===== src/rtl/core/twms_pkg.sv =====
// ----------------------------------------------------------------------------
// twms_pkg
// Shared types and constants for the torus window max-sum block.
// ----------------------------------------------------------------------------
`default_nettype none

package twms_pkg;

    // Defaults for the top-level parameters
    localparam int DEF_MAX_SIZE      = 64;
    localparam int DEF_ELEMENT_WIDTH = 16;

    // Fixed payload widths
    localparam int ELEM_IN_W = 16;
    localparam int OUT_W     = 22;
    localparam logic [OUT_W-1:0] OUT_MAX = {OUT_W{1'b1}};

    // Configuration port
    localparam int CFG_W    = 7;
    localparam int PADDR_W  = 3;
    localparam int PDATA_W  = 32;
    localparam logic [CFG_W-1:0] SIZE_RESET   = 7'd8;
    localparam logic [CFG_W-1:0] WINDOW_RESET = 7'd1;

    // Register index, taken from paddr[2]
    localparam logic CFG_MATRIX_SIZE   = 1'b0;
    localparam logic CFG_WINDOW_LENGTH = 1'b1;

    // Line families, scanned in this order
    typedef enum logic [1:0] {
        DIR_COL  = 2'd0,
        DIR_ROW  = 2'd1,
        DIR_DOWN = 2'd2,
        DIR_UP   = 2'd3
    } dir_t;

    // Control tag that travels with each memory read of the scan
    typedef struct packed {
        logic valid;   // a read is in flight
        logic clear;   // first element of a line: start a fresh sum
        logic sub;     // element leaves the window
        logic cmp;     // window complete after this update
    } scan_tag_t;

endpackage

`default_nettype wire


===== src/rtl/core/twms_scan_seq.sv =====
// ----------------------------------------------------------------------------
// twms_scan_seq
// Scan sequencer: walks all four line families and issues one element
// coordinate per cycle with its accumulate tag, registered.
// ----------------------------------------------------------------------------
`default_nettype none

module twms_scan_seq import twms_pkg::*; #(
    parameter int MAX_SIZE = DEF_MAX_SIZE,
    localparam int SIZE_W = $clog2(MAX_SIZE + 1),
    localparam int POS_W  = $clog2(MAX_SIZE)
) (
    input  wire logic              clk,
    input  wire logic              rst_n,
    input  wire logic              start,
    input  wire logic [SIZE_W-1:0] n,
    input  wire logic [SIZE_W-1:0] k,
    output logic                   busy,
    output scan_tag_t              tag,
    output logic [POS_W-1:0]       row,
    output logic [POS_W-1:0]       col
);

    typedef enum logic [3:0] {
        SQ_IDLE = 4'b0001,
        SQ_INIT = 4'b0010,
        SQ_SUB  = 4'b0100,
        SQ_ADD  = 4'b1000
    } seq_state_t;

    seq_state_t        seq_reg, seq_next;
    dir_t              dir_reg, dir_next;
    logic [POS_W-1:0]  line_reg, line_next;
    logic [POS_W-1:0]  lead_reg, lead_next;   // position entering the window
    logic [POS_W-1:0]  tail_reg, tail_next;   // position leaving the window
    logic [POS_W-1:0]  cnt_reg, cnt_next;     // init count, then slide step
    scan_tag_t         tag_reg, tag_next;
    logic [POS_W-1:0]  row_reg, row_next;
    logic [POS_W-1:0]  col_reg, col_next;

    logic [POS_W-1:0]  pos;
    logic [POS_W:0]    diag_sum;
    logic [POS_W-1:0]  diag_col;
    logic [POS_W-1:0]  flip_row;
    logic [POS_W-1:0]  lead_inc;
    logic              last_init;
    logic              last_step;
    logic              last_line;
    logic              end_line;

    // Coordinates of the element at pos along the current line
    always_comb
    begin
        pos      = (seq_reg == SQ_SUB) ? tail_reg : lead_reg;
        diag_sum = {1'b0, line_reg} + {1'b0, pos};
        diag_col = (diag_sum >= (POS_W + 1)'(n)) ? POS_W'(diag_sum - (POS_W + 1)'(n))
                                                   : POS_W'(diag_sum);
        flip_row = POS_W'(n - SIZE_W'(1) - SIZE_W'(pos));
        case (dir_reg)
            DIR_COL:
            begin
                row_next = pos;
                col_next = line_reg;
            end
            DIR_ROW:
            begin
                row_next = line_reg;
                col_next = pos;
            end
            DIR_DOWN:
            begin
                row_next = pos;
                col_next = diag_col;
            end
            default:
            begin
                row_next = flip_row;
                col_next = diag_col;
            end
        endcase
    end

    assign lead_inc  = (SIZE_W'(lead_reg) == n - SIZE_W'(1)) ? '0 : lead_reg + POS_W'(1);
    assign last_init = (SIZE_W'(cnt_reg) == k - SIZE_W'(1));
    assign last_step = (SIZE_W'(cnt_reg) == n - SIZE_W'(1));
    assign last_line = (SIZE_W'(line_reg) == n - SIZE_W'(1));

    always_comb
    begin
        seq_next  = seq_reg;
        dir_next  = dir_reg;
        line_next = line_reg;
        lead_next = lead_reg;
        tail_next = tail_reg;
        cnt_next  = cnt_reg;
        tag_next  = '0;
        end_line  = 1'b0;

        case (seq_reg)
            SQ_IDLE:
            begin
                if (start)
                begin
                    seq_next  = SQ_INIT;
                    dir_next  = DIR_COL;
                    line_next = '0;
                    lead_next = '0;
                    cnt_next  = '0;
                end
            end
            SQ_INIT:
            begin
                tag_next.valid = 1'b1;
                tag_next.clear = (cnt_reg == '0);
                tag_next.cmp   = last_init;
                lead_next      = lead_inc;
                if (last_init)
                begin
                    cnt_next  = POS_W'(1);
                    tail_next = '0;
                    if (n == SIZE_W'(1))
                        end_line = 1'b1;
                    else
                        seq_next = SQ_SUB;
                end
                else
                begin
                    cnt_next = cnt_reg + POS_W'(1);
                end
            end
            SQ_SUB:
            begin
                tag_next.valid = 1'b1;
                tag_next.sub   = 1'b1;
                tail_next      = tail_reg + POS_W'(1);
                seq_next       = SQ_ADD;
            end
            SQ_ADD:
            begin
                tag_next.valid = 1'b1;
                tag_next.cmp   = 1'b1;
                lead_next      = lead_inc;
                if (last_step)
                begin
                    end_line = 1'b1;
                end
                else
                begin
                    cnt_next = cnt_reg + POS_W'(1);
                    seq_next = SQ_SUB;
                end
            end
            default:
            begin
                seq_next = SQ_IDLE;
            end
        endcase

        if (end_line)
        begin
            lead_next = '0;
            cnt_next  = '0;
            if (last_line)
            begin
                line_next = '0;
                if (dir_reg == DIR_UP)
                begin
                    seq_next = SQ_IDLE;
                end
                else
                begin
                    dir_next = dir_t'(dir_reg + 2'd1);
                    seq_next = SQ_INIT;
                end
            end
            else
            begin
                line_next = line_reg + POS_W'(1);
                seq_next  = SQ_INIT;
            end
        end
    end

    always_ff @(posedge clk or negedge rst_n)
    begin
        if (!rst_n)
        begin
            seq_reg  <= SQ_IDLE;
            dir_reg  <= DIR_COL;
            line_reg <= '0;
            lead_reg <= '0;
            tail_reg <= '0;
            cnt_reg  <= '0;
            tag_reg  <= '0;
        end
        else
        begin
            seq_reg  <= seq_next;
            dir_reg  <= dir_next;
            line_reg <= line_next;
            lead_reg <= lead_next;
            tail_reg <= tail_next;
            cnt_reg  <= cnt_next;
            tag_reg  <= tag_next;
        end
    end

    always_ff @(posedge clk)
    begin
        row_reg <= row_next;
        col_reg <= col_next;
    end

    assign busy = (seq_reg != SQ_IDLE);
    assign tag  = tag_reg;
    assign row  = row_reg;
    assign col  = col_reg;

endmodule

`default_nettype wire


===== config.mk =====
export PLATFORM = sky130hd
export DESIGN_NAME = twms_scan_seq
export DESIGN_NICKNAME = d
export VERILOG_FILES = /design/src/rtl/core/twms_pkg.sv /design/src/rtl/core/twms_scan_seq.sv
export SDC_FILE = /design/constraint.sdc
export NUM_CORES = 1
export LEC_CHECK = 0
export BUFFER_PORTS_ARGS = -buffer_cell sky130_fd_sc_hd__buf_2
export CAP_MARGIN = 25
export CORE_UTILIZATION = 55
export CTS_CLUSTER_SIZE = 8
export DETAILED_ROUTE_END_ITERATION = 8
export PLACE_DENSITY_LB_ADDON = 0.25
export SETUP_SLACK_MARGIN = 0.02
export SYNTH_ARGS = -nofsm -noshare
export SYNTH_HDL_FRONTEND = slang
export SYNTH_SLANG_ARGS = --single-unit

===== constraint.sdc =====
create_clock -name clk -period 5.9 [get_ports clk]
set_input_delay 0 -clock clk [delete_from_list [all_inputs] [get_ports clk]]
set_output_delay 0 -clock clk [all_outputs]
set_load 0.01 [all_outputs]

Word-level counts from Yosys, hierarchy flattened
Cells that the tools add are included.

Bits in registers: 46. Input bits: 17. Memories kept: 0. Memory bits (read-only): 0. Logic and storage cells: 94. Bits in latches: 0. Memory bits (writable): 0. Output and inout port bits: 17.

Multiplexer cells: 38. Div/mod/pow operators: 0. Reduce and logical (&&, ||, !) cells: 15. $add $sub $neg: 10. Order comparisons: 1. $mul: 0. Equal/unequal tests: 18. Bitwise gates (word level): 0. Shift-type cells: 0.

Operators by type and width (count): 6-bit 2-to-1 mux (12); 6-bit case mux with 2 select lines (4); 6-bit by 7-bit equality test with 1-bit output (4); 6-bit by 1-bit adder with 6-bit output (second input constant) (4); 4-bit 2-to-1 mux (6); 6-bit case mux with 3 select lines (1); 4-bit case mux with 4 select lines (1); 7-bit by 1-bit subtractor with 7-bit output (second input constant) (2); 2-bit 2-to-1 mux (6); 3-bit != test (second input constant) (4); 6-bit subtractor (2); 6-bit by 6-bit adder with 7-bit output (1); 7-bit by 1-bit equality test with 1-bit output (second input constant) (1); 7-bit greater-or-equal comparator (1); 6-bit logical NOT (1); 1-bit 2-to-1 mux (6); 2-bit AND reduction (3); 2-bit nonzero test (3); 2-bit equality test (second input constant) (2); 4-bit by 1-bit equality test with 1-bit output (second input constant) (1); 4-bit by 2-bit equality test with 1-bit output (second input constant) (1); 4-bit by 3-bit equality test with 1-bit output (second input constant) (1); 4-bit equality test (second input constant) (1); 4-bit by 1-bit != test with 1-bit output (second input constant) (1); 11 further kinds (13).

Depth between registers and ports, before layout
Word-level depth: 6. Gate-level depth with buffers: 18. Depth with buffers taken out: 17.

Least setup slack after synthesis
Ideal clock, no wire load.

Kind: register to register. From: register seq_reg[0]. To: register col_reg[0], in the netlist col[0]. Arrival time: 4015 ps. Setup slack: 1811 ps. Stages on the path, launching flop included: 17. Clock period less this slack: 4089 ps. Setup time: 74 ps. Path through: dfstp_2 > clkbuf_1 > nand3b_1 > inv_1 > clkbuf_1 > nand2_1 > nand2_1 > ha_1 > fa_1 > ha_1 > nor2b_1 > o21a_1 > o21a_1 > o31a_1 > o22ai_1 > mux2_2 > o21ai_0.

Longest elaborated chain between the ends: 6. Elaborated cells on any way between the ends: 7. Classes of those cells: add/sub (2); order compare (1); eq/ne (1); mux (3).

Ends and longest elaborated chain: from (decl) (line twms_scan_seq.sv:31) `seq_state_t seq_reg, seq_next;`; from (signal assigned) (line twms_scan_seq.sv:198) `seq_reg <= seq_next;`; 4-bit by 3-bit equality test with 1-bit output (*) (line twms_scan_seq.sv:54) `pos = (seq_reg == SQ_SUB) ? tail_reg : lead_reg;`; 6-bit 2-to-1 mux (*) (line twms_scan_seq.sv:54); 6-bit by 6-bit adder with 7-bit output (line twms_scan_seq.sv:55) `diag_sum = {1'b0, line_reg} + {1'b0, pos};`; 6-bit subtractor or 7-bit greater-or-equal comparator (tied branches) (line twms_scan_seq.sv:56) `diag_col = (diag_sum >= (POS_W + 1)'(n)) ? POS_W'(diag_sum - (POS_W + 1)'(n))`; 6-bit 2-to-1 mux (line twms_scan_seq.sv:56); 6-bit case mux with 2 select lines (*) (line twms_scan_seq.sv:59) `case (dir_reg)`; via col_next[0] (line twms_scan_seq.sv:39) `logic [POS_W-1:0] col_reg, col_next;`; to (signal assigned) (line twms_scan_seq.sv:211) `col_reg <= col_next;`; to (decl) (line twms_scan_seq.sv:39).

Mark *: on every way through the listed nets, which the timed path passes. The rest lies on a longest branch. A chain may end at the register's enable or synchronous reset.

Worst setup path in the final report
From: register seq_reg[1]. To: register col_reg[0], in the netlist col[0].

The elaborated chain is that of the path after synthesis.

==> metrics.log <==
[metrics] Vert. Die Dim: 83.7 um
[metrics] topmost layer with routed signal wires: met4
[metrics] dominant synthesized flop cell: dfrtp_1
[metrics] detailed placer's ending HPWL: 6.54 mm
[metrics] power density cells: 275 nW/um2
[metrics] setup violation total in the final timing report: 0
[metrics] total DRC errors in the routed layout: 0
[metrics] final-layout setup total negative slack: 0 ns
[metrics] H-tree Lvls: 2
[metrics] portion of synthesized cell area occupied by the leading cell type: 0.225
[metrics] total buffers and inverters traversed by the critical path: 1
[metrics] result of the run: finished clean
[metrics] start point of the worst min-delay path: n[0]
[metrics] kind of critical path: flop to flop
[metrics] leakage power figure: 1.99 nW
[metrics] post-route fraction of the period consumed by the critical path: 0.786
[metrics] R2R setup slack: 1.26 ns
[metrics] maximum clock frequency: 216 MHz
[metrics] Critical R2R Capture: col[0]
[metrics] area of the die: 7010 um2
[metrics] total of max-cap violations: 0
[metrics] post-route met1 wirelength: 3.98 mm
[metrics] Syn Std Cell Area: 3670 um2
[metrics] RSZ-0062 raised after global routing: no
[metrics] Critical Path Sink: col[0]
[metrics] worst clock skew: 0.00683 ns
[metrics] largest delay contributor family on the critical path: compound AO/OA/AOI/OAI gates
[metrics] initial antenna violation count: 0
[metrics] Worst-Skew Late Latency: 0.30 ns
[metrics] Clk Tree Root Cell: clkbuf_8
[metrics] worst-case reg-to-reg path depth: 15
[metrics] series of cell instances along the critical path: nor2_1, nand3b_1, inv_1, nand2_1, nand2_1, ha_1, fa_1, ha_1, nor2b_1, o21a_1, o21a_1, o31a_1, o22ai_1, mux2_2, o21ai_0
[metrics] clk sinks: 46
[metrics] combined global-route utilization of all metal layers: 0.262
[metrics] Critical Path Fanout Max: 12
[metrics] startpoint type of the worst setup path: flop
[metrics] cell count after placement: 511
[metrics] nets in the synthesized netlist: 471
[metrics] standard-cell rows: 29
[metrics] delay of the slowest critical-path stage: 0.57 ns
[metrics] Async S/R FF share, synth: 0.739
[metrics] Final Non-Filler Cells: 521
[metrics] post-synthesis sequential element count: 46
[metrics] worst path arrival time: 4.86 ns
[metrics] Max IR drop VDD: 151 uV
[metrics] Initial Util: 0.575
[metrics] routed length per placed instance: 16.8 um
[metrics] Resize count post-CTS: 0
[metrics] vias per cell: 6.03
[metrics] worst slew margin relative to its limit: 0.471
[metrics] most frequent cells after synthesis: nand2_1, dfrtp_1, inv_1
[metrics] maximum root-to-sink buffer count: 2
[metrics] post-detailed-route count of antenna-violating nets: 0
[metrics] Critical Path Sink Type: flop
[metrics] most instantiated library cell after synthesis: nand2_1
[metrics] WP depth: 15
[metrics] number of distinct library cell variants in the gate-level netlist after synthesis: 56
[metrics] TritonCTS buffer count: 5
[metrics] TritonCTS clock tree: built
[metrics] number of detailed-route iterations in the first pass: 5
[metrics] Top-Level Pins: 34
[metrics] largest net degree at the start of global routing: 35
[metrics] Slew Limit Fails: 0
[metrics] number of endpoints with negative hold slack in the final report: 0
[metrics] actual transition at the worst max-transition pin: 0.793 ns
[metrics] required time of the critical path: 6.12 ns
[metrics] Mapped Cells: 419
[metrics] largest area contributor in the synthesized netlist: dfrtp_1
[metrics] total length of routed met3 wires: 439 um
[metrics] total detailed-routing wirelength: 8.76 mm
[metrics] number of warnings printed during yosys synthesis: 0
[metrics] proportion of layout cells with a drive suffix above 1: 0.110
[metrics] wire length of the first global-routing pass: 14.8 mm
[metrics] Setup crit start: seq_reg[1]
[metrics] final critical-path required period: 4.64 ns
[metrics] number of synthesized flops with an enable pin: 0
[metrics] met2 routed WL: 4.23 mm
[metrics] vias in the first global route: 3,079
[metrics] HP Class: primary input to flop
[metrics] number of vias in the routed layout: 3,144
[metrics] total number of nets in the final design: 495
[metrics] placeable core area: 6390 um2
[metrics] register area share after synthesis: 0.297
[metrics] gp weighted congestion: 0.885
[metrics] worst-path cell with the longest stage delay: o22ai_1
[metrics] number of I/O port buffers: 33
[metrics] overflow left after global routing: 0
[metrics] starting DRC count in detailed routing: 204
[metrics] worst reg2reg path startpoint: seq_reg[1]
[metrics] Mapped Avg Cell Area: 8.77 um2
[metrics] floorplan die width: 83.7 um
[metrics] register clock-pin slew on the reported worst setup and hold paths: 0.09 ns
[metrics] main area contributors after synthesis: dfrtp_1, ha_1, dfxtp_1
[metrics] count of inserted antenna diode cells: 0
[metrics] Area Overhead vs Synth: 8.31%
[kinds of logic after synthesis]
logic type      Yosys count  share of synthesized area
simple gates            138                      0.197
compound gates           98                      0.173
buf+inv                  52                     0.0582
flops                    46                      0.297
xor+xnor                 41                      0.124
fa+ha+maj                35                      0.125
mux                       9                     0.0249
[where the power goes]
group / internal (mW) / leakage [nW] / total (mW) / switching [mW]
clock: 0.127 / 0.0524 / 0.232 / 0.105
sequential: 0.369 / 0.546 / 0.434 / 0.0655
combinational: 0.186 / 1.39 / 0.427 / 0.240
[final cells by class]
cell class | instances | area (um2)
Clock buffer | 7 | 76.3
Clock inverter | 1 | 30.0
Fill cell | 566 | 2410
Inverter | 33 | 124
Multi-Input combinational cell | 321 | 2370
Sequential cell | 46 | 1090
Tap cell | 77 | 96.3
Timing Repair Buffer | 36 | 193
[metal layers]
metal,vias up,track usage
met1,1526,0.348
met3,13,0.0396
met4,0,0.0786
li1,1526,-
met2,79,0.443
met5,-,0
[metrics by stage]
step	setup slack [ns]	power (mW)	utilization	hold slack, ns	cell area [um2]
2_1_floorplan	1.81	0.746	-	-0.296	3670
3_3_place_gp	1.53	0.840	0.603	0.123	3850
3_5_place_dp	1.37	0.860	0.603	0.128	3850
4_1_cts	1.33	1.10	0.623	0.263	3980
5_1_grt	0.957	1.17	0.623	0.268	3980
6_report	1.26	1.09	0.623	0.271	3980
[worst reg2reg max path: cells and delay by family, from the launching register on]
family	cells	cell delay (ns)
mux	1	0.41
flops	1	0.42
fa+ha+maj	3	1.03
simple gates	5	0.96
buf+inv	1	0.37
compound gates	5	1.36
[layout by cell type, fill, tap and decap left out, types with 3 or more instances in the layout]
cell	n
inv_1	33
nor4_1	4
fa_1	3
ha_1	32
o21bai_1	5
and3_1	5
a221oi_1	5
xnor2_1	20
dfxtp_1	12
nand4_1	6
nand2b_1	4
dfrtp_1	33
buf_2	33
nor2_1	18
xor2_1	14
a211o_1	4
xnor3_1	6
or3_1	5
nor3_1	8
nor3b_1	5
a21oi_1	18
a21o_1	10
clkbuf_8	5
nor2b_1	7
nand2_1	43
a31oi_1	8
o21a_1	3
or2_2	3
o21ai_0	27
a22oi_1	8
nand3_1	17
mux2i_1	8
[worst min path at each step]
stage	to	slack, ns	depth (start not counted)
6_report	row[0]	0.27	3
5_1_grt	row[0]	0.27	3
4_1_cts	row[0]	0.26	3
3_5_place_dp	dir_reg[0]	0.13	1
3_3_place_gp	dir_reg[0]	0.12	1
2_1_floorplan	cnt_reg[0]	-0.30	0
[repair_timing]
action,4_1_cts,5_1_grt
buffers inserted,0,0
hold buffers,2,0
hold endpoints to repair,34,0
setup endpoints to repair,0,0
Power figures use the tool's default switching activity.
